$ cat src/skvt_pkg.sv
// Package for the sorted key and value table.
// Holds default sizes, operation and status codes, and the cell control types.
// Depends on nothing.
`timescale 1ns / 1ps
`default_nettype none

package skvt_pkg;

    localparam int CAPACITY_DEF    = 512;
    localparam int KEY_WIDTH_DEF   = 32;
    localparam int VALUE_WIDTH_DEF = 32;
    localparam int GROUP_SIZE      = 16;

    localparam logic [1:0] MODE_INSERT = 2'd0;
    localparam logic [1:0] MODE_REMOVE = 2'd1;
    localparam logic [1:0] MODE_LOOKUP = 2'd2;

    localparam logic [1:0] STATUS_OK        = 2'd0;
    localparam logic [1:0] STATUS_REJECTED  = 2'd1;
    localparam logic [1:0] STATUS_NOT_FOUND = 2'd2;

    typedef enum logic [1:0] {
        OP_NONE,
        OP_INSERT,
        OP_REMOVE
    } cell_op_t;

    typedef struct packed {
        logic     cmp_en;
        cell_op_t op;
    } cell_ctrl_t;

    typedef enum logic [1:0] {
        FSM_IDLE,
        FSM_CMP,
        FSM_REDUCE,
        FSM_MERGE
    } fsm_t;

endpackage

`default_nettype wire

$ cat src/skvt_cell.sv
// One cell of the sorted chain: holds a single key and value with its valid bit.
// Compares against the broadcast key and shifts to or from its neighbours.
// Depends on skvt_pkg.
`timescale 1ns / 1ps
`default_nettype none

module skvt_cell
    import skvt_pkg::*;
#(
    parameter int KEY_WIDTH   = KEY_WIDTH_DEF,
    parameter int VALUE_WIDTH = VALUE_WIDTH_DEF
)
(
    input  wire logic                   clk,
    input  wire logic                   rst_n,
    input  wire cell_ctrl_t             ctrl,
    input  wire logic [KEY_WIDTH-1:0]   req_key,
    input  wire logic [VALUE_WIDTH-1:0] req_value,
    input  wire logic                   left_lt,
    input  wire logic [KEY_WIDTH-1:0]   left_key,
    input  wire logic [VALUE_WIDTH-1:0] left_value,
    input  wire logic                   left_valid,
    input  wire logic [KEY_WIDTH-1:0]   right_key,
    input  wire logic [VALUE_WIDTH-1:0] right_value,
    input  wire logic                   right_valid,
    output logic [KEY_WIDTH-1:0]        cell_key,
    output logic [VALUE_WIDTH-1:0]      cell_value,
    output logic                        cell_valid,
    output logic                        cell_lt,
    output logic                        cell_eq
);

    logic [KEY_WIDTH-1:0]   key_reg;
    logic [KEY_WIDTH-1:0]   key_next;
    logic [VALUE_WIDTH-1:0] value_reg;
    logic [VALUE_WIDTH-1:0] value_next;
    logic                   valid_reg;
    logic                   valid_next;
    logic                   lt_reg;
    logic                   lt_next;
    logic                   eq_reg;
    logic                   eq_next;

    // Cells below the insertion point hold; the rest load the request or a neighbour.
    always_comb
    begin
        key_next   = key_reg;
        value_next = value_reg;
        valid_next = valid_reg;
        lt_next    = lt_reg;
        eq_next    = eq_reg;
        if (ctrl.cmp_en)
        begin
            lt_next = valid_reg && (key_reg < req_key);
            eq_next = valid_reg && (key_reg == req_key);
        end
        case (ctrl.op)
            OP_INSERT:
            begin
                if (!lt_reg)
                begin
                    if (left_lt)
                    begin
                        key_next   = req_key;
                        value_next = req_value;
                        valid_next = 1'b1;
                    end
                    else
                    begin
                        key_next   = left_key;
                        value_next = left_value;
                        valid_next = left_valid;
                    end
                end
            end
            OP_REMOVE:
            begin
                if (!lt_reg)
                begin
                    key_next   = right_key;
                    value_next = right_value;
                    valid_next = right_valid;
                end
            end
            default:
            begin
            end
        endcase
    end

    always_ff @(posedge clk or negedge rst_n)
    begin
        if (!rst_n)
        begin
            valid_reg <= 1'b0;
            lt_reg    <= 1'b0;
            eq_reg    <= 1'b0;
        end
        else
        begin
            valid_reg <= valid_next;
            lt_reg    <= lt_next;
            eq_reg    <= eq_next;
        end
    end

    always_ff @(posedge clk)
    begin
        key_reg   <= key_next;
        value_reg <= value_next;
    end

    assign cell_key   = key_reg;
    assign cell_value = value_reg;
    assign cell_valid = valid_reg;
    assign cell_lt    = lt_reg;
    assign cell_eq    = eq_reg;

endmodule

`default_nettype wire

$ cat config.mk
export PLATFORM = sky130hd
export DESIGN_NAME = skvt_cell
export DESIGN_NICKNAME = d
export VERILOG_FILES = /design/src/skvt_pkg.sv /design/src/skvt_cell.sv
export SDC_FILE = /design/constraint.sdc
export NUM_CORES = 1
export LEC_CHECK = 0
export ABC_AREA = 1
export BUFFER_PORTS_ARGS = -buffer_cell sky130_fd_sc_hd__clkbuf_2
export CAP_MARGIN = 20
export CORE_MARGIN = 2
export CORE_UTILIZATION = 43
export DETAILED_ROUTE_END_ITERATION = 10
export PLACE_DENSITY = 0.81
export RECOVER_POWER = 25
export SLEW_MARGIN = 10
export SYNTH_ARGS = -nofsm -noshare
export SYNTH_HDL_FRONTEND = slang
export SYNTH_SLANG_ARGS = --single-unit
$ cat constraint.sdc
create_clock -name clk -period 3.56 [get_ports clk]
set_input_delay 0.178 -clock clk [delete_from_list [all_inputs] [get_ports clk]]
set_output_delay 0.178 -clock clk [all_outputs]
set_load 0.01 [all_outputs]
==> summary.md <==
| Metric | Value |
|---|---|
| Status | complete, no violations |
| Ant diodes | 0 |
| Die area | 0.01065 mm^2 |
| Die Width | 103.2 um |
| Setup Buffers After CTS | 0 |
| Crit path max-delay family | buffers and inverters |
| Crit start category | primary input |
| Clock-pin slew on the worst setup and hold paths | 0.07 ns |
| Max FO, Critical Path | 68 |
| First-pass GRT wire length | 18450 um |
| CP Data Required Time | 3.65 ns |
| CP endpoint kind | register |
| Fillers | 915 |
| Worst rel slew slack | 0.4648 |
| Synth Instances | 516 |
| Port bufs | 266 |
| Worst slew pin tran | 0.8010 ns |
| CP max-delay cell | buf_4 |
| Clock Latency Late Sink | 0.33 ns |
| Storage cell area | 0.001997 mm^2 |
| Sequential fraction of the synthesis area | 0.4718 |
| Sink Count | 67 |
| Distinct cells, synth | 23 |
| Initial Util | 0.4371 |
| I/O pin total | 267 |
| Tmin final | 1.880 ns |
| Vias in the first global route | 4255 |
| Final Hold Fails | 0 |
| CTS Root Cell | clkbuf_8 |
| RSZ-0062 raised after global routing | false |
| HP Class | in2reg |
| Dpl cell area | 0.005635 mm^2 |
| Max Cap Violations | 0 |
| Mapped Nets | 748 |
| Num CTS Buffers | 9 |
| Core Area | 0.009684 mm^2 |
| Drt pass-1 iters | 4 |
| Total GRT Usage | 0.2220 |
| Die Y | 103.2 um |
| Largest net degree at the start of global routing | 69 |
| Maximum clock rate | 531.8 MHz |
| Avg Inst Size Synth | 8.203 um^2 |
| Vias per std cell | 4.877 |
| Largest family of logic cells by synthesized area | simple AND/OR/NAND/NOR gates |
| CP arrival | 1.97 ns |
| Post-Syn Area | 0.004233 mm^2 |
| Final worst-path cycle share | 0.5282 |
| Final worst clock skew | 0.006116 ns |
| Drt drc | 0 |
| Post-route ant nets | 0 |
| Post-CTS Hold Fix Bufs | 1 |
| Post-cts gate resize count | 0 |
| Warnings from Yosys | 0 |
| Final WL | 12170 um |
| Power density over the cells | 379.1 mW/mm^2 |
| Adder-Cell Fraction of Synth Area | 0.09459 |
| WP buf/inv | 3 |
| CTS tree | yes |
| Multi-input logic area | 0.001903 mm^2 |
| Post-route cell area | 0.005744 mm^2 |
| Multiplexer share of the synthesized area | 0.002660 |
| Final HPWL DP | 9435 um |
| Fin Setup TNS | 0 ns |
| Antenna violations before repair | 0 |
| Area leader, netlist | edfxtp_1 |
| Htree depth | 3 |
| Crit path cell chain | clkbuf_2, inv_1, or2_4, buf_4, o21ai_0, a21oi_1, nor2_1 |
| # rows | 36 |
| Static Leakage | 0.002908 uW |
| Final setup viols | 0 |
| Layout area overhead | 35.71% |
| Setup CP Type | in2reg |
| Total power | 2178 uW |
| # nets final | 1002 |
| Total grt overflow | 0 |
| Yosys top cell area share | 0.4540 |
| Max-slew violations | 0 |
| Synth Area in Simple Gates | 0.1989 |
| Synth Area in Compound Gates | 0.1510 |
| Share of cells above drive strength 1 | 0.3097 |
| Worst ir drop on vdd | 0.1470 mV |
| Synth area leaders | edfxtp_1 (45%), nand2_1 (9.8%), ha_1 (9.5%) |
| WHS | 0.1313 ns |
| #FFs+latches synth | 67 |
| WL/cell | 13.40 um |
| DR iter-0 viols | 135 |
| Synth Area in XOR/XNOR | 0 |
| Crit path largest cell delay | 0.61 ns |
| GP Congestion | 0.8141 |
| Vias | 4428 |
| Clk buf depth | 2 |
==> metal layers <==
layer | routed length, um | up-vias | track usage
li1 | - | 2241 | -
met5 | 0 | - | 0
met1 | 4802 | 1988 | 0.2482
met2 | 6361 | 187 | 0.4021
met3 | 883 | 12 | 0.05444
met4 | 119 | 0 | 0.09413
==> area by class of cell <==
class	instances	area share
clock buffer	9	0.02156
clock inverter	7	0.006099
inverter	50	0.03267
multi-input combinational	370	0.3313
sequential	67	0.3476
tap	133	0.02897
timing repair buffer	272	0.2318
==> path summary, 6_finish.rpt <==
kind,from,end,slack (ns),depth (start not counted)
worst max-delay path,ctrl[1],cell_key[24]$_DFFE_PP_,1.68,7
worst min-delay path,ctrl[2],cell_lt$_DFFE_PN0P_,0.13,4
worst max register to register,cell_lt$_DFFE_PN0P_,cell_value[14]$_DFFE_PP_,1.80,2
worst min register to register,cell_eq$_DFFE_PN0P_,cell_eq$_DFFE_PN0P_,0.53,2
max in group asynchronous,rst_n,cell_lt$_DFFE_PN0P_,3.22,2
min in group asynchronous,rst_n,cell_valid$_DFFE_PN0P_,0.19,2
==> placed cells by master, fill, tap and decap left out, drive strengths merged, types with 2 or more instances in the layout <==
cell,count
clkbuf,275
nand2,110
nor2,104
edfxtp,64
inv,50
a21oi,43
o21ai,36
a31oi,33
ha,32
clkinv,5
buf,5
nand3,3
a21o,3
dfrtp,3
nand4,2
clkinvlp,2
==> synth_stat cells, drive strengths merged <==
cell type / count
ha: 32
or2: 1
edfxtp: 64
a31oi: 33
nand4: 2
inv: 50
clkbuf: 9
nand3: 3
a21oi: 43
o21ai: 36
mux2: 1
nor2: 104
nor3: 1
dfrtp: 3
o21bai: 1
nand2: 110
a21o: 3
buf: 20
==> report_power, final <==
part	switching [uW]	internal (uW)	total (uW)
Clock	296	242	538
Combinational	344	244	589
Sequential	49.4	1000	1050
==> flip-flops by register name (all words and copies together) (netlist names) <==
name,flops
cell_key,32
cell_value,32
cell_lt,1
cell_valid,1
cell_eq,1
==> stage by stage <==
| step | setup WS, ns | util | cells |
|---|---|---|---|
| after floorplan | 0.5442 | - | 516 |
| after global placement | 1.397 | 0.5819 | 891 |
| after detailed placement | 1.330 | 0.5819 | 891 |
| after CTS | 1.707 | 0.5994 | 908 |
| after global routing | 1.533 | 0.5932 | 908 |
| final | 1.680 | 0.5932 | 908 |
==> worst register-to-register path, cell delays in order (launching register included) <==
cell	delay [ns]
dfrtp_1	0.43
a21oi_4	0.63
buf_4	0.39
==> cells by family after synthesis <==
family	count (synthesis)
AOI/OAI and AO/OA	116
adders and majority gates	32
buffers and inverters	79
DFF	67
muxes	1
and+or+nand+nor	221
Note: power is estimated with default switching activity, not from simulation.
