**src/skvt_pkg.sv**
```systemverilog
// Package for the sorted key and value table.
// Holds default sizes, operation and status codes, and the cell control types.
// Depends on nothing.
`timescale 1ns / 1ps
`default_nettype none

package skvt_pkg;

    localparam int CAPACITY_DEF    = 512;
    localparam int KEY_WIDTH_DEF   = 32;
    localparam int VALUE_WIDTH_DEF = 32;
    localparam int GROUP_SIZE      = 16;

    localparam logic [1:0] MODE_INSERT = 2'd0;
    localparam logic [1:0] MODE_REMOVE = 2'd1;
    localparam logic [1:0] MODE_LOOKUP = 2'd2;

    localparam logic [1:0] STATUS_OK        = 2'd0;
    localparam logic [1:0] STATUS_REJECTED  = 2'd1;
    localparam logic [1:0] STATUS_NOT_FOUND = 2'd2;

    typedef enum logic [1:0] {
        OP_NONE,
        OP_INSERT,
        OP_REMOVE
    } cell_op_t;

    typedef struct packed {
        logic     cmp_en;
        cell_op_t op;
    } cell_ctrl_t;

    typedef enum logic [1:0] {
        FSM_IDLE,
        FSM_CMP,
        FSM_REDUCE,
        FSM_MERGE
    } fsm_t;

endpackage

`default_nettype wire

```
**src/skvt_group_reduce.sv**
```systemverilog
// Registered reduction over one group of cells.
// Encodes the boundary position and selects the matching value and hit flag.
// Depends on skvt_pkg.
`timescale 1ns / 1ps
`default_nettype none

module skvt_group_reduce
    import skvt_pkg::*;
#(
    parameter int VALUE_WIDTH = VALUE_WIDTH_DEF,
    parameter int POS_W       = 9,
    parameter int BASE        = 0
)
(
    input  wire logic                   clk,
    input  wire logic [GROUP_SIZE-1:0]  bnd,
    input  wire logic [GROUP_SIZE-1:0]  eq,
    input  wire logic [VALUE_WIDTH-1:0] values [GROUP_SIZE],
    output logic [POS_W-1:0]            pos_part,
    output logic [VALUE_WIDTH-1:0]      value_part,
    output logic                        hit_part
);

    logic [POS_W-1:0]       pos_next;
    logic [VALUE_WIDTH-1:0] value_next;
    logic                   hit_next;
    logic [POS_W-1:0]       pos_reg;
    logic [VALUE_WIDTH-1:0] value_reg;
    logic                   hit_reg;

    always_comb
    begin
        pos_next   = '0;
        value_next = '0;
        hit_next   = |eq;
        for (int j = 0; j < GROUP_SIZE; j++)
        begin
            if (bnd[j])
            begin
                pos_next = pos_next | POS_W'(BASE + j);
            end
            if (eq[j])
            begin
                value_next = value_next | values[j];
            end
        end
    end

    always_ff @(posedge clk)
    begin
        pos_reg   <= pos_next;
        value_reg <= value_next;
        hit_reg   <= hit_next;
    end

    assign pos_part   = pos_reg;
    assign value_part = value_reg;
    assign hit_part   = hit_reg;

endmodule

`default_nettype wire

```
**config.mk**
```make
export PLATFORM = sky130hd
export DESIGN_NAME = skvt_group_reduce
export DESIGN_NICKNAME = d
export VERILOG_FILES = /design/src/skvt_pkg.sv /design/src/skvt_group_reduce.sv
export SDC_FILE = /design/constraint.sdc
export NUM_CORES = 1
export LEC_CHECK = 0
export BUFFER_PORTS_ARGS = -buffer_cell sky130_fd_sc_hd__clkbuf_2
export CORE_AREA = 10 10 217 219
export CTS_CLUSTER_DIAMETER = 80
export CTS_CLUSTER_SIZE = 40
export DETAILED_ROUTE_END_ITERATION = 16
export DIE_AREA = 0 0 227 229
export PLACE_DENSITY = 0.35
export SLEW_MARGIN = 0
export SYNTH_ARGS = -nofsm -noshare
export SYNTH_HDL_FRONTEND = slang
export SYNTH_SLANG_ARGS = --single-unit
export TNS_END_PERCENT = 5
```
**constraint.sdc**
```tcl
create_clock -name clk -period 1.35 [get_ports clk]
set_input_delay 0.0675 -clock clk [delete_from_list [all_inputs] [get_ports clk]]
set_output_delay 0.0675 -clock clk [all_outputs]
set_load 0.03 [all_outputs]
```
==> impl_results.html, run 1 <==
<table>
<tr><th>Metric</th><th>Value</th></tr>
<tr><th colspan="2">Run status</th></tr>
<tr><td>Result of the run</td><td>complete, no violations</td></tr>
<tr><th colspan="2">Timing</th></tr>
<tr><td>Pins over their slew limit</td><td>0</td></tr>
<tr><td>Final Worst Setup Slack</td><td>269 ps</td></tr>
<tr><td>Upper clock frequency limit</td><td>925 MHz</td></tr>
<tr><td>Least-Margin Pin Slew</td><td>551 ps</td></tr>
<tr><td>Worst slew margin relative to its limit</td><td>63.2%</td></tr>
<tr><td>TNS Setup</td><td>0 ps</td></tr>
<tr><td>Final critical delay including setup and external delays</td><td>1080 ps</td></tr>
<tr><td>Final worst-path cycle share</td><td>80.1%</td></tr>
<tr><td>Smallest hold slack</td><td>16.3 ps</td></tr>
<tr><td>Final number of hold-violating endpoints</td><td>0</td></tr>
<tr><td>Unrepaired setup endpoints after global routing</td><td>false</td></tr>
<tr><td>Setup violations, final</td><td>0</td></tr>
<tr><th colspan="2">Critical path</th></tr>
<tr><td>Largest stage delay on the critical path</td><td>530 ps</td></tr>
<tr><td>Cells along the critical path</td><td>dlygate4sd3_1 &gt; clkbuf_2 &gt; nor4_1 &gt; nand2_1</td></tr>
<tr><td>Slowest CP cell</td><td>sky130_fd_sc_hd__dlygate4sd3_1</td></tr>
<tr><td>Element type at the critical path start</td><td>primary input</td></tr>
<tr><td>Arr. time, crit path</td><td>1250 ps</td></tr>
<tr><td>Crit Path Class</td><td>in2reg</td></tr>
<tr><td>Combined buffer and inverter count along the critical path</td><td>2</td></tr>
<tr><td>Largest delay contributor family on the critical path</td><td>buffers and inverters</td></tr>
<tr><td>Worst Setup End Kind</td><td>register</td></tr>
<tr><td>CP Max Fanout</td><td>2</td></tr>
<tr><td>Worst endpoint required time</td><td>1520 ps</td></tr>
<tr><th colspan="2">Synthesis</th></tr>
<tr><td>Syn Std Cell Area</td><td>4160 sq um</td></tr>
<tr><td>Top cells by count, synth</td><td>125 x sky130_fd_sc_hd__a22o_1, 76 x sky130_fd_sc_hd__a221oi_1, 52 x sky130_fd_sc_hd__a221oi_2, 37 x sky130_fd_sc_hd__dfxtp_1, 33 x sky130_fd_sc_hd__nand4_1</td></tr>
<tr><td>Leading cell type by number of instances after synthesis</td><td>sky130_fd_sc_hd__a22o_1</td></tr>
<tr><td>Yosys cell types</td><td>14</td></tr>
<tr><td>Asr flop ratio synth</td><td>0%</td></tr>
<tr><td>Proportion of synthesized chip area in sequential cells</td><td>17.8%</td></tr>
<tr><td>Top cells by area in the synthesized netlist</td><td>sky130_fd_sc_hd__a22o_1 26%, sky130_fd_sc_hd__a221oi_2 19%, sky130_fd_sc_hd__dfxtp_1 18%</td></tr>
<tr><td>Number of standard cells after synthesis</td><td>411</td></tr>
<tr><td>Most used flip-flop cell after synthesis</td><td>sky130_fd_sc_hd__dfxtp_1</td></tr>
<tr><td>Flip-flop and latch count after synthesis</td><td>37</td></tr>
<tr><td>Average footprint of a synthesized cell</td><td>10.1 sq um</td></tr>
<tr><td>Largest area contributor in the netlist</td><td>sky130_fd_sc_hd__a22o_1</td></tr>
<tr><td>Number of enable flip-flop cells after synthesis</td><td>0</td></tr>
<tr><td>Post-synth top area share</td><td>26.3%</td></tr>
<tr><td>Count of synthesis-stage warnings from yosys</td><td>0</td></tr>
<tr><th colspan="2">GRT</th></tr>
<tr><td>All-layer global routing usage</td><td>15.8%</td></tr>
<tr><td>Antenna violations before repair</td><td>1</td></tr>
<tr><td>Vias in the first global route</td><td>8878</td></tr>
<tr><td>Maximum number of pins on one net before global-route repair</td><td>34</td></tr>
<tr><td>First-pass GRT wire length</td><td>60.2 mm</td></tr>
<tr><td>Remaining global-route overflow</td><td>0</td></tr>
<tr><th colspan="2">Placement</th></tr>
<tr><td>Post-placement worst setup slack</td><td>-172 ps</td></tr>
<tr><td>Post-Place Cells</td><td>1507</td></tr>
<tr><td>HPWL after detailed placement</td><td>34.8 mm</td></tr>
<tr><td>Last weighted congestion value of the routability-driven placer</td><td>0.933</td></tr>
<tr><td>Number of input and output port buffers inserted</td><td>580</td></tr>
<tr><th colspan="2">Clock tree</th></tr>
<tr><td>Clock tree from TritonCTS</td><td>done</td></tr>
<tr><td>Number of buffers created by CTS</td><td>5</td></tr>
<tr><td>Buffers inserted during post-CTS setup optimization</td><td>0</td></tr>
<tr><td>Deepest level of the CTS H-tree</td><td>2</td></tr>
<tr><td>Clock root cell</td><td>sky130_fd_sc_hd__clkbuf_16</td></tr>
<tr><td>Sinks on the clock net</td><td>37</td></tr>
<tr><td>Maximum clock insertion buffer count</td><td>2</td></tr>
<tr><td>Clock edge transition at the registers on the reported setup and hold paths</td><td>80 ps</td></tr>
<tr><th colspan="2">Floorplanning</th></tr>
<tr><td>Top Ports</td><td>587</td></tr>
<tr><td>Overall die area</td><td>52000 sq um</td></tr>
<tr><td>Floorplan die width</td><td>227 um</td></tr>
<tr><td>Total core area</td><td>42700 sq um</td></tr>
<tr><td>Starting Density</td><td>9.74%</td></tr>
<tr><td>Rows</td><td>76</td></tr>
<tr><td>Height of the die</td><td>229 um</td></tr>
<tr><th colspan="2">Final layout</th></tr>
<tr><td>Number of nets in the final layout</td><td>1727</td></tr>
<tr><td>Multi-input logic area</td><td>2880 sq um</td></tr>
<tr><td>Layout cell share with drive strength beyond 1</td><td>57.3%</td></tr>
<tr><td>Sequential standard cell area</td><td>741 sq um</td></tr>
<tr><td>Synth-to-layout area growth</td><td>140%</td></tr>
<tr><td>Filler cell count</td><td>4643</td></tr>
<tr><td>Layout Cells excl Fill</td><td>1729</td></tr>
<tr><td>Util after Layout</td><td>23.4%</td></tr>
<tr><td>Number of diodes</td><td>0</td></tr>
<tr><th colspan="2">Job</th></tr>
<tr><td>Max-cap check violation count</td><td>0</td></tr>
<tr><th colspan="2">Route</th></tr>
<tr><td>DRC violation count after routing</td><td>0</td></tr>
<tr><td>WL per Instance</td><td>25.2 um</td></tr>
<tr><td>DR vias/cell</td><td>4.48</td></tr>
<tr><td>Number of detailed-routing iterations run before antenna repair</td><td>4</td></tr>
<tr><td>Vias</td><td>7749</td></tr>
<tr><td>Post-route ant nets</td><td>0</td></tr>
<tr><td>Final wirelength</td><td>43.5 mm</td></tr>
<tr><td>Iter 0 DRT Violations</td><td>320</td></tr>
<tr><th colspan="2">Power and ir drop</th></tr>
<tr><td>Maximum VDD drop</td><td>0.000404 V</td></tr>
<tr><td>Pwr/cell area</td><td>563 nW/um^2</td></tr>
<tr><td>P_leak</td><td>0.00480 uW</td></tr>
<tr><th colspan="2">Hold path</th></tr>
<tr><td>Class of the tightest hold or removal check</td><td>in2reg</td></tr>
</table>
layer usage:
layer  wire length, um  vias up  track usage [%]
met2             22100      543             29.0
met5                 0        -                0
met1             16200     3696             16.9
li1                  -     3437                -
met3              3770       73             4.26
met4              1450        0             5.98
worst paths after layout:
check	to	slack, ps	start	cells past startpoint
worst max-delay path	pos_part[0]	270	bnd[9]	4
worst min-delay path	value_part[4]	20	values[420]	3
per-stage QoR:
| stage | total power [uW] | area [sq um] |
|---|---|---|
| floorplan | 2110 | 4170 |
| global placement | 3380 | 7640 |
| detailed placement | 3390 | 7640 |
| CTS | 5740 | 9980 |
| global route | 5920 | 9980 |
| finish | 5620 | 9980 |
sequential cells by signal (all words and copies together), names as in the netlist:
| name | cells |
|---|---|
| hit_part | 1 |
| pos_part | 4 |
| value_part | 32 |
placed cells by master, fill, tap and decap left out, drive strengths merged:
master / netlist / final
clkbuf: 14 / 585
dlygate4sd3: 0 / 212
a22o: 128 / 128
a221oi: 128 / 128
dfxtp: 37 / 37
buf: 55 / 35
nand4: 33 / 33
nor4: 11 / 11
conb: 1 / 5
nand2: 4 / 4
bufinv: 0 / 2
dlymetal6s4s: 0 / 2
clkinv: 0 / 1
kinds of logic (layout without fill, tap and decap cells):
| group | after synthesis | after routing | share of synthesized area, % |
|---|---|---|---|
| compound gates | 256 | 256 | 61.8 |
| buf+inv | 69 | 837 | 13.3 |
| flops | 37 | 37 | 17.8 |
| simple gates | 48 | 48 | 6.98 |
| other cells | 1 | 5 | 0.0902 |
layout make-up:
class                   instances  share of cell area [%]
multi-input cells             309                    28.9
well taps                     546                    6.84
clock inverters                 3                   0.652
flip-flops and latches         37                    7.42
repair buffers                829                    55.0
clock buffers                   5                    1.25
where the power goes:
group	total, uW	switching, uW	internal [uW]
registers	1110	3.49	1100
logic	2790	1240	1550
clock network	1720	659	1060
repair_timing:
item / in CTS / in global routing
hold endpoints to repair: 35 / 1
endpoints found under the setup margin: 0 / 3
resized for setup: 0 / 2
hold buffers: 214 / 1
Note: power is estimated with default switching activity, not from simulation.
==> run 2, diff against run 1 <==
--- a/config.mk
+++ b/config.mk
@@ -5,13 +5,14 @@
 export SDC_FILE = /design/constraint.sdc
 export NUM_CORES = 1
 export LEC_CHECK = 0
+export ABC_AREA = 1
 export BUFFER_PORTS_ARGS = -buffer_cell sky130_fd_sc_hd__clkbuf_2
-export CORE_AREA = 10 10 217 219
+export CORE_AREA = 10 10 218 220
 export CTS_CLUSTER_DIAMETER = 80
 export CTS_CLUSTER_SIZE = 40
 export DETAILED_ROUTE_END_ITERATION = 16
-export DIE_AREA = 0 0 227 229
-export PLACE_DENSITY = 0.35
+export DIE_AREA = 0 0 228 230
+export PLACE_DENSITY = 0.4
 export SLEW_MARGIN = 0
 export SYNTH_ARGS = -nofsm -noshare
 export SYNTH_HDL_FRONTEND = slang
==> constraint.sdc (replaced) <==
create_clock -name clk -period 0.9 [get_ports clk]
set_input_delay 0.045 -clock clk [delete_from_list [all_inputs] [get_ports clk]]
set_output_delay 0.045 -clock clk [all_outputs]
set_load 0.03 [all_outputs]
==> impl_results.html, run 2 <==
<table>
<tr><th>Metric</th><th>Value</th></tr>
<tr><th colspan="2">Clock tree</th></tr>
<tr><td>Clock root cell</td><td>sky130_fd_sc_hd__clkbuf_16</td></tr>
<tr><td>Clock edge transition at the registers on the reported setup and hold paths</td><td>70 ps (about the same)</td></tr>
<tr><td>Clock tree from TritonCTS</td><td>done</td></tr>
<tr><td>Buffers inserted during post-CTS setup optimization</td><td>0 (unchanged)</td></tr>
<tr><td>Number of buffers created by CTS</td><td>5 (unchanged)</td></tr>
<tr><td>Maximum clock insertion buffer count</td><td>2 (unchanged)</td></tr>
<tr><td>Sinks on the clock net</td><td>37 (unchanged)</td></tr>
<tr><td>Deepest level of the CTS H-tree</td><td>2 (unchanged)</td></tr>
<tr><th colspan="2">GRT</th></tr>
<tr><td>Antenna violations before repair</td><td>3 (+2)</td></tr>
<tr><td>Grt peak-use layer</td><td>met2</td></tr>
<tr><td>GRT met2 Usage</td><td>30.2% (+1.3 points)</td></tr>
<tr><td>All-layer global routing usage</td><td>16.8% (+0.95 points)</td></tr>
<tr><td>Remaining global-route overflow</td><td>0 (unchanged)</td></tr>
<tr><td>Vias in the first global route</td><td>9743 (+9.7%)</td></tr>
<tr><td>Met3 global-route usage</td><td>4.31% (+0.054 points)</td></tr>
<tr><td>Maximum number of pins on one net before global-route repair</td><td>27 (-21%)</td></tr>
<tr><td>M1 GR Usage</td><td>19.4% (+2.5 points)</td></tr>
<tr><td>First-pass GRT wire length</td><td>65.2 mm (+8.3%)</td></tr>
<tr><th colspan="2">Run status</th></tr>
<tr><td>Result of the run</td><td>complete, no violations</td></tr>
<tr><th colspan="2">Critical path</th></tr>
<tr><td>Worst Setup End Kind</td><td>primary output</td></tr>
<tr><td>CP Max Fanout</td><td>1 (-1)</td></tr>
<tr><td>Worst endpoint required time</td><td>850 ps (-670 ps)</td></tr>
<tr><td>Slowest CP cell</td><td>sky130_fd_sc_hd__dfxtp_4</td></tr>
<tr><td>Largest stage delay on the critical path</td><td>400 ps (-130 ps)</td></tr>
<tr><td>Crit Path Class</td><td>reg2out</td></tr>
<tr><td>Cells along the critical path</td><td>buf_8</td></tr>
<tr><td>Largest delay contributor family on the critical path</td><td>flip-flops</td></tr>
<tr><td>Combined buffer and inverter count along the critical path</td><td>1 (-1)</td></tr>
<tr><td>Element type at the critical path start</td><td>register</td></tr>
<tr><td>Arr. time, crit path</td><td>850 ps (-400 ps)</td></tr>
<tr><th colspan="2">Floorplanning</th></tr>
<tr><td>Floorplan die width</td><td>228 um (+0.44%)</td></tr>
<tr><td>Height of the die</td><td>230 um (+0.44%)</td></tr>
<tr><td>Starting Density</td><td>14.0% (+4.2 points)</td></tr>
<tr><td>Rows</td><td>76 (unchanged)</td></tr>
<tr><td>Total core area</td><td>42900 sq um (+0.45%)</td></tr>
<tr><td>Overall die area</td><td>52400 sq um (+0.88%)</td></tr>
<tr><td>Top Ports</td><td>587 (unchanged)</td></tr>
<tr><th colspan="2">Route</th></tr>
<tr><td>Vias</td><td>9418 (+22%)</td></tr>
<tr><td>DRC violation count after routing</td><td>0 (unchanged)</td></tr>
<tr><td>Number of detailed-routing iterations run before antenna repair</td><td>4 (unchanged)</td></tr>
<tr><td>WL per Instance</td><td>18.7 um (-26%)</td></tr>
<tr><td>Post-route ant nets</td><td>0 (unchanged)</td></tr>
<tr><td>DR vias/cell</td><td>3.83 (-15%)</td></tr>
<tr><td>Final wirelength</td><td>46.1 mm (+6.0%)</td></tr>
<tr><td>Iter 0 DRT Violations</td><td>508 (+59%)</td></tr>
<tr><th colspan="2">Final layout</th></tr>
<tr><td>Layout cell share with drive strength beyond 1</td><td>39.4% (-18 points)</td></tr>
<tr><td>Filler cell count</td><td>5081 (+9.4%)</td></tr>
<tr><td>Highest-count cells in the layout ignoring fill and taps</td><td>779 x sky130_fd_sc_hd__nand2_1, 543 x sky130_fd_sc_hd__clkbuf_2, 192 x sky130_fd_sc_hd__inv_1</td></tr>
<tr><td>Number of flip-flops in the largest register</td><td>32 (unchanged)</td></tr>
<tr><td>Synth-to-layout area growth</td><td>72.3%</td></tr>
<tr><td>Most common cell after layout, fill and taps aside</td><td>sky130_fd_sc_hd__nand2_1</td></tr>
<tr><td>Multi-input logic area</td><td>3880 sq um (+35%)</td></tr>
<tr><td>Util after Layout</td><td>24.0% (+0.66 points)</td></tr>
<tr><td>Number of nets in the final layout</td><td>2419 (+40%)</td></tr>
<tr><td>Sequential standard cell area</td><td>758 sq um (+2.4%)</td></tr>
<tr><td>Layout Cells excl Fill</td><td>2460 (+42%)</td></tr>
<tr><th colspan="2">Power and ir drop</th></tr>
<tr><td>Pwr/cell area</td><td>745 nW/um^2 (+32%)</td></tr>
<tr><td>Maximum VDD drop</td><td>0.000620 V (+53%)</td></tr>
<tr><td>P_leak</td><td>0.00674 uW (+40%)</td></tr>
<tr><td>Final Power</td><td>7680 uW (+37%)</td></tr>
<tr><th colspan="2">Timing</th></tr>
<tr><td>Upper clock frequency limit</td><td>1120 MHz</td></tr>
<tr><td>Final critical delay including setup and external delays</td><td>894 ps</td></tr>
<tr><td>Setup violations, final</td><td>0 (unchanged)</td></tr>
<tr><td>Final worst-path cycle share</td><td>99.3%</td></tr>
<tr><td>Final number of hold-violating endpoints</td><td>0 (unchanged)</td></tr>
<tr><td>Final Worst Setup Slack</td><td>6.03 ps (-263 ps)</td></tr>
<tr><td>Unrepaired setup endpoints after global routing</td><td>true</td></tr>
<tr><td>Pins over their slew limit</td><td>0 (unchanged)</td></tr>
<tr><td>Smallest hold slack</td><td>33.6 ps (+17.3 ps)</td></tr>
<tr><th colspan="2">Synthesis</th></tr>
<tr><td>Proportion of synthesized chip area in sequential cells</td><td>12.4% (-5.4 points)</td></tr>
<tr><td>Asr flop ratio synth</td><td>0% (unchanged)</td></tr>
<tr><td>Yosys cell types</td><td>16 (+2)</td></tr>
<tr><td>Average footprint of a synthesized cell</td><td>4.76 sq um (-53%)</td></tr>
<tr><td>Most used flip-flop cell after synthesis</td><td>sky130_fd_sc_hd__dfxtp_1</td></tr>
<tr><td>Count of synthesis-stage warnings from yosys</td><td>0 (unchanged)</td></tr>
<tr><td>Syn Std Cell Area</td><td>5980 sq um (+44%)</td></tr>
<tr><td>Flip-flop and latch count after synthesis</td><td>37 (unchanged)</td></tr>
<tr><td>Number of standard cells after synthesis</td><td>1258 (+210%)</td></tr>
<tr><td>Top cells by area in the synthesized netlist</td><td>sky130_fd_sc_hd__nand2_1 49%, sky130_fd_sc_hd__dfxtp_1 12%, sky130_fd_sc_hd__inv_1 12%</td></tr>
<tr><td>Post-synth top area share</td><td>49.0% (+23 points)</td></tr>
<tr><td>Leading cell type by number of instances after synthesis</td><td>sky130_fd_sc_hd__nand2_1</td></tr>
<tr><td>Top cells by count, synth</td><td>781 x sky130_fd_sc_hd__nand2_1, 192 x sky130_fd_sc_hd__inv_1, 82 x sky130_fd_sc_hd__nor2_1, 57 x sky130_fd_sc_hd__nand2_2, 43 x sky130_fd_sc_hd__buf_6</td></tr>
<tr><td>Largest area contributor in the netlist</td><td>sky130_fd_sc_hd__nand2_1</td></tr>
<tr><td>Number of enable flip-flop cells after synthesis</td><td>0 (unchanged)</td></tr>
<tr><th colspan="2">Placement</th></tr>
<tr><td>Last weighted congestion value of the routability-driven placer</td><td>0.923 (-1.1%)</td></tr>
<tr><td>Number of input and output port buffers inserted</td><td>580 (unchanged)</td></tr>
<tr><td>Post-Place Cells</td><td>2436 (+62%)</td></tr>
<tr><td>Post-placement worst setup slack</td><td>-668 ps (-496 ps)</td></tr>
<tr><td>HPWL after detailed placement</td><td>41.0 mm (+18%)</td></tr>
<tr><th colspan="2">Hold path</th></tr>
<tr><td>Worst-case hold path end point</td><td>value_part[28]</td></tr>
<tr><td>Worst hold path startpoint</td><td>values[316]</td></tr>
<tr><td>Class of the tightest hold or removal check</td><td>in2reg</td></tr>
<tr><td>Count of cells along the worst hold path</td><td>5 (+2)</td></tr>
<tr><th colspan="2">Job</th></tr>
<tr><td>Max-cap check violation count</td><td>0 (unchanged)</td></tr>
</table>
run 2: cell count changes in the layout (fill, tap and decap cells not counted), moves of 52 or more:
cell | previous run | this run
sky130_fd_sc_hd__inv_1 | 0 | 192
sky130_fd_sc_hd__nor2_1 | 0 | 76
sky130_fd_sc_hd__a22o_1 | 125 | 0
sky130_fd_sc_hd__nand2_2 | 0 | 59
sky130_fd_sc_hd__dlygate4sd3_1 | 212 | 16
sky130_fd_sc_hd__a221oi_2 | 52 | 0
sky130_fd_sc_hd__a221oi_1 | 76 | 0
sky130_fd_sc_hd__nand2_1 | 4 | 779
run 2: logic make-up (layout without fill, tap and decap cells):
| group | count (synthesis) | count (layout) | synth area share (%) |
|---|---|---|---|
| buf+inv | 261 | 873 | 23.4 |
| other cells | 1 | 6 | 0.0627 |
| simple gates | 959 | 959 | 64.1 |
| flops | 37 | 37 | 12.4 |
run 2: per-stage QoR:
step | cell area (sq um) | TNS (ps)
final | 10300 | 0
after global routing | 10300 | -152
after global placement | 9770 | -7130
after CTS | 10300 | -176
after floorplan | 6000 | 0
after detailed placement | 9770 | -7230
run 2: worst max-delay path by stage:
stage                   start             end  slack (ps)  cells after the start
2_1_floorplan          eq[10]  value_part[10]         190                      8
3_3_place_gp           eq[15]  value_part[11]        -680                      6
3_5_place_dp           eq[15]  value_part[11]        -670                      6
4_1_cts        value_part[15]  value_part[15]         -60                      1
5_1_grt                eq[15]  value_part[11]        -100                      6
6_report       value_part[15]  value_part[15]           6                      1
run 2: layout make-up:
cell class	instances	area share [%]
antenna	1	0.0243
inverter	192	6.99
sequential	37	7.35
multi-input combinational	964	37.7
tap	585	7.10
clock buffer	7	1.38
timing repair buffer	674	39.5
run 2: power by group:
part	internal, uW	switching [uW]	total, uW
Sequential	1650	8.24	1650
Clock	1100	910	2010
Combinational	1880	2140	4020
Total	4620	3050	7680
run 2: layer usage:
layer	vias to the layer above	routed length, um
met3	26	3110
met2	416	23300
li1	4818	-
met4	2	732
met5	-	13
met1	4156	18900
run 2: repair_timing:
item / CTS / global route
hold buffers: 16 / 0
resized for setup: 62 / 27
pin swaps: 0 / 1
endpoints found under the hold margin: 6 / 0
setup endpoints to repair: 38 / 26
==> run 3, diff against run 2 <==
--- a/config.mk
+++ b/config.mk
@@ -8,6 +8,7 @@
 export ABC_AREA = 1
 export BUFFER_PORTS_ARGS = -buffer_cell sky130_fd_sc_hd__clkbuf_2
 export CORE_AREA = 10 10 218 220
+export CTS_BUF_LIST = sky130_fd_sc_hd__clkbuf_4 sky130_fd_sc_hd__clkbuf_8 sky130_fd_sc_hd__clkbuf_16
 export CTS_CLUSTER_DIAMETER = 80
 export CTS_CLUSTER_SIZE = 40
 export DETAILED_ROUTE_END_ITERATION = 16
==> impl_results.html, run 3 (synthesis gave the netlist of run 2 again) <==
<table>
<tr><th>Metric</th><th>Value</th></tr>
<tr><th colspan="2">Run status</th></tr>
<tr><td>Result of the run</td><td>finished with violations</td></tr>
<tr><td>Failing checks</td><td>setup timing</td></tr>
<tr><th colspan="2">Placement</th></tr>
<tr><td>Instance area at placement</td><td>9770 sq um (unchanged)</td></tr>
<tr><td>Last weighted congestion value of the routability-driven placer</td><td>0.923 (unchanged)</td></tr>
<tr><td>Post-placement worst setup slack</td><td>-668 ps (unchanged)</td></tr>
<tr><td>HPWL after detailed placement</td><td>41.0 mm (unchanged)</td></tr>
<tr><td>Number of input and output port buffers inserted</td><td>580 (unchanged)</td></tr>
<tr><td>Post-Place Cells</td><td>2436 (unchanged)</td></tr>
<tr><th colspan="2">Final layout</th></tr>
<tr><td>Layout cell share with drive strength beyond 1</td><td>39.4% (unchanged)</td></tr>
<tr><td>Most common cell after layout, fill and taps aside</td><td>sky130_fd_sc_hd__nand2_1</td></tr>
<tr><td>Util after Layout</td><td>24.1% (about the same)</td></tr>
<tr><td>Number of flip-flops in the largest register</td><td>32 (unchanged)</td></tr>
<tr><td>Layout Cells excl Fill</td><td>2460 (unchanged)</td></tr>
<tr><td>Number of nets in the final layout</td><td>2419 (unchanged)</td></tr>
<tr><td>Summed area of non-filler cells in the final layout</td><td>10300 sq um (about the same)</td></tr>
<tr><td>Synth-to-layout area growth</td><td>72.4% (about the same)</td></tr>
<tr><td>Highest-count cells in the layout ignoring fill and taps</td><td>779 x sky130_fd_sc_hd__nand2_1, 543 x sky130_fd_sc_hd__clkbuf_2, 192 x sky130_fd_sc_hd__inv_1</td></tr>
<tr><th colspan="2">Job</th></tr>
<tr><td>Max-cap check violation count</td><td>0 (unchanged)</td></tr>
<tr><th colspan="2">Timing</th></tr>
<tr><td>Final critical delay including setup and external delays</td><td>936 ps (+42.3 ps)</td></tr>
<tr><td>Final worst-path cycle share</td><td>104% (+4.7 points)</td></tr>
<tr><td>TNS Setup</td><td>-36.3 ps (-36.3 ps)</td></tr>
<tr><td>Upper clock frequency limit</td><td>1070 MHz (-4.5%)</td></tr>
<tr><td>Unrepaired setup endpoints after global routing</td><td>true</td></tr>
<tr><td>Final number of hold-violating endpoints</td><td>0 (unchanged)</td></tr>
<tr><td>Setup violations, final</td><td>1 (+1)</td></tr>
<tr><td>Pins over their slew limit</td><td>0 (unchanged)</td></tr>
<tr><td>Final Worst Setup Slack</td><td>-36.3 ps (-42.3 ps)</td></tr>
<tr><th colspan="2">Critical path</th></tr>
<tr><td>Arr. time, crit path</td><td>1140 ps (+290 ps)</td></tr>
<tr><td>Element type at the critical path start</td><td>primary input</td></tr>
<tr><td>Worst Setup SP</td><td>eq[4]</td></tr>
<tr><td>Worst Setup End Kind</td><td>register</td></tr>
<tr><td>Worst setup endpoint</td><td>value_part[30]</td></tr>
<tr><td>Worst endpoint required time</td><td>1110 ps (+260 ps)</td></tr>
<tr><td>CP Max Fanout</td><td>11 (+10)</td></tr>
<tr><td>Crit Path Class</td><td>in2reg</td></tr>
<tr><th colspan="2">Route</th></tr>
<tr><td>Vias</td><td>9393 (-0.27%)</td></tr>
<tr><td>DRC violation count after routing</td><td>0 (unchanged)</td></tr>
<tr><td>Post-route ant nets</td><td>0 (unchanged)</td></tr>
<tr><td>Number of detailed-routing iterations run before antenna repair</td><td>5 (+1)</td></tr>
<tr><td>Final wirelength</td><td>46.1 mm (about the same)</td></tr>
<tr><td>Iter 0 DRT Violations</td><td>533 (+4.9%)</td></tr>
<tr><td>DR vias/cell</td><td>3.82 (-0.27%)</td></tr>
<tr><td>WL per Instance</td><td>18.7 um (about the same)</td></tr>
<tr><th colspan="2">GRT</th></tr>
<tr><td>Vias in the first global route</td><td>9752 (+0.092%)</td></tr>
<tr><td>Remaining global-route overflow</td><td>0 (unchanged)</td></tr>
<tr><td>First-pass GRT wire length</td><td>65.1 mm (about the same)</td></tr>
<tr><td>Antenna violations before repair</td><td>3 (unchanged)</td></tr>
<tr><td>All-layer global routing usage</td><td>16.8% (about the same)</td></tr>
<tr><td>Maximum number of pins on one net before global-route repair</td><td>27 (unchanged)</td></tr>
<tr><th colspan="2">Power and ir drop</th></tr>
<tr><td>Pwr/cell area</td><td>747 nW/um^2 (+0.28%)</td></tr>
<tr><td>P_leak</td><td>0.00674 uW (about the same)</td></tr>
<tr><td>Maximum VDD drop</td><td>0.000614 V (-0.86%)</td></tr>
<tr><td>Clock network fraction of design power</td><td>26.3% (+0.2 points)</td></tr>
<tr><td>Design internal power</td><td>4650 uW (+0.66%)</td></tr>
<tr><td>Sw Ratio</td><td>39.6% (-0.20 points)</td></tr>
<tr><td>Sw power</td><td>3050 uW (-0.18%)</td></tr>
<tr><td>Sequential power share</td><td>21.5% (about the same)</td></tr>
<tr><td>Comb power frac</td><td>52.2% (about the same)</td></tr>
<tr><th colspan="2">Floorplanning</th></tr>
<tr><td>Starting Density</td><td>14.0% (unchanged)</td></tr>
<tr><td>Floorplan die width</td><td>228 um (unchanged)</td></tr>
<tr><td>Height of the die</td><td>230 um (unchanged)</td></tr>
<tr><td>Rows</td><td>76 (unchanged)</td></tr>
<tr><td>Total core area</td><td>42900 sq um (unchanged)</td></tr>
<tr><td>Top Ports</td><td>587 (unchanged)</td></tr>
<tr><td>Overall die area</td><td>52400 sq um (unchanged)</td></tr>
<tr><th colspan="2">Clock tree</th></tr>
<tr><td>Deepest level of the CTS H-tree</td><td>2 (unchanged)</td></tr>
<tr><td>Clock root cell</td><td>sky130_fd_sc_hd__clkbuf_16</td></tr>
<tr><td>Buffers inserted during post-CTS setup optimization</td><td>0 (unchanged)</td></tr>
<tr><td>Clock edge transition at the registers on the reported setup and hold paths</td><td>60 ps (about the same)</td></tr>
<tr><td>Clock tree from TritonCTS</td><td>done</td></tr>
<tr><td>Number of buffers created by CTS</td><td>5 (unchanged)</td></tr>
<tr><td>Sinks on the clock net</td><td>37 (unchanged)</td></tr>
<tr><td>Maximum clock insertion buffer count</td><td>2 (unchanged)</td></tr>
<tr><th colspan="2">Hold path</th></tr>
<tr><td>Class of the tightest hold or removal check</td><td>in2reg</td></tr>
</table>
==> run 3: how the worst min path moves through the flow <==
stage,startpoint,to,slack [ps],cells after the start
3_5_place_dp,bnd[1],pos_part[0],240,3
2_1_floorplan,bnd[1],pos_part[0],140,2
4_1_cts,values[9],value_part[9],3,5
5_1_grt,values[293],value_part[5],30,5
3_3_place_gp,bnd[1],pos_part[0],250,3
6_report,values[316],value_part[28],30,5
==> run 3: power groups by stage <==
| stage | sequential (uW) | combinational, uW | clock (uW) |
|---|---|---|---|
| 2_1_floorplan | 1730 | 1840 | 0 |
| 5_1_grt | 1650 | 4510 | 2220 |
| 3_3_place_gp | 1700 | 3970 | 0 |
| 4_1_cts | 1650 | 4060 | 2180 |
| 6_report | 1650 | 4020 | 2030 |
| 3_5_place_dp | 1700 | 3960 | 0 |
==> run 3: final cells by class <==
type | count | area (sq um)
Antenna cell | 1 | 2.50
Clock buffer | 7 | 146
Fill cell | 5077 | 32600
Inverter | 192 | 721
Multi-Input combinational cell | 964 | 3880
Sequential cell | 37 | 758
Tap cell | 585 | 732
Timing Repair Buffer | 674 | 4070
==> run 3: per-layer routing <==
metal,track usage [%],vias up,share of wire [%]
li1,-,4817,-
met1,19.4,4127,41
met2,30.2,416,51
met3,4.31,31,6.7
met4,4.06,2,1.7
met5,0,-,0.028
==> run 3: stage by stage <==
stage	hold slack, ps	total power, uW
after CTS	2.86	7890
after floorplan	140	3570
after detailed placement	245	5660
after global placement	247	5670
final	33.0	7700
after global routing	34.5	8380
==> run 3: what timing repair did <==
action,4_1_cts,5_1_grt
pin swaps,0,1
setup endpoints to repair,38,26
hold buffers,16,0
endpoints found under the hold margin,6,0
gates resized for setup,62,27
cloned,0,0
==> run 3: worst max-delay path, cell delays in order <==
cell and delay, ps:
sky130_fd_sc_hd__clkbuf_2 120, sky130_fd_sc_hd__buf_12 150, sky130_fd_sc_hd__buf_4 210, sky130_fd_sc_hd__nand2_1 80
sky130_fd_sc_hd__nand2_1 50, sky130_fd_sc_hd__inv_1 40, sky130_fd_sc_hd__nand2_1 160, sky130_fd_sc_hd__nor2_2 210
sky130_fd_sc_hd__nand2_1 60
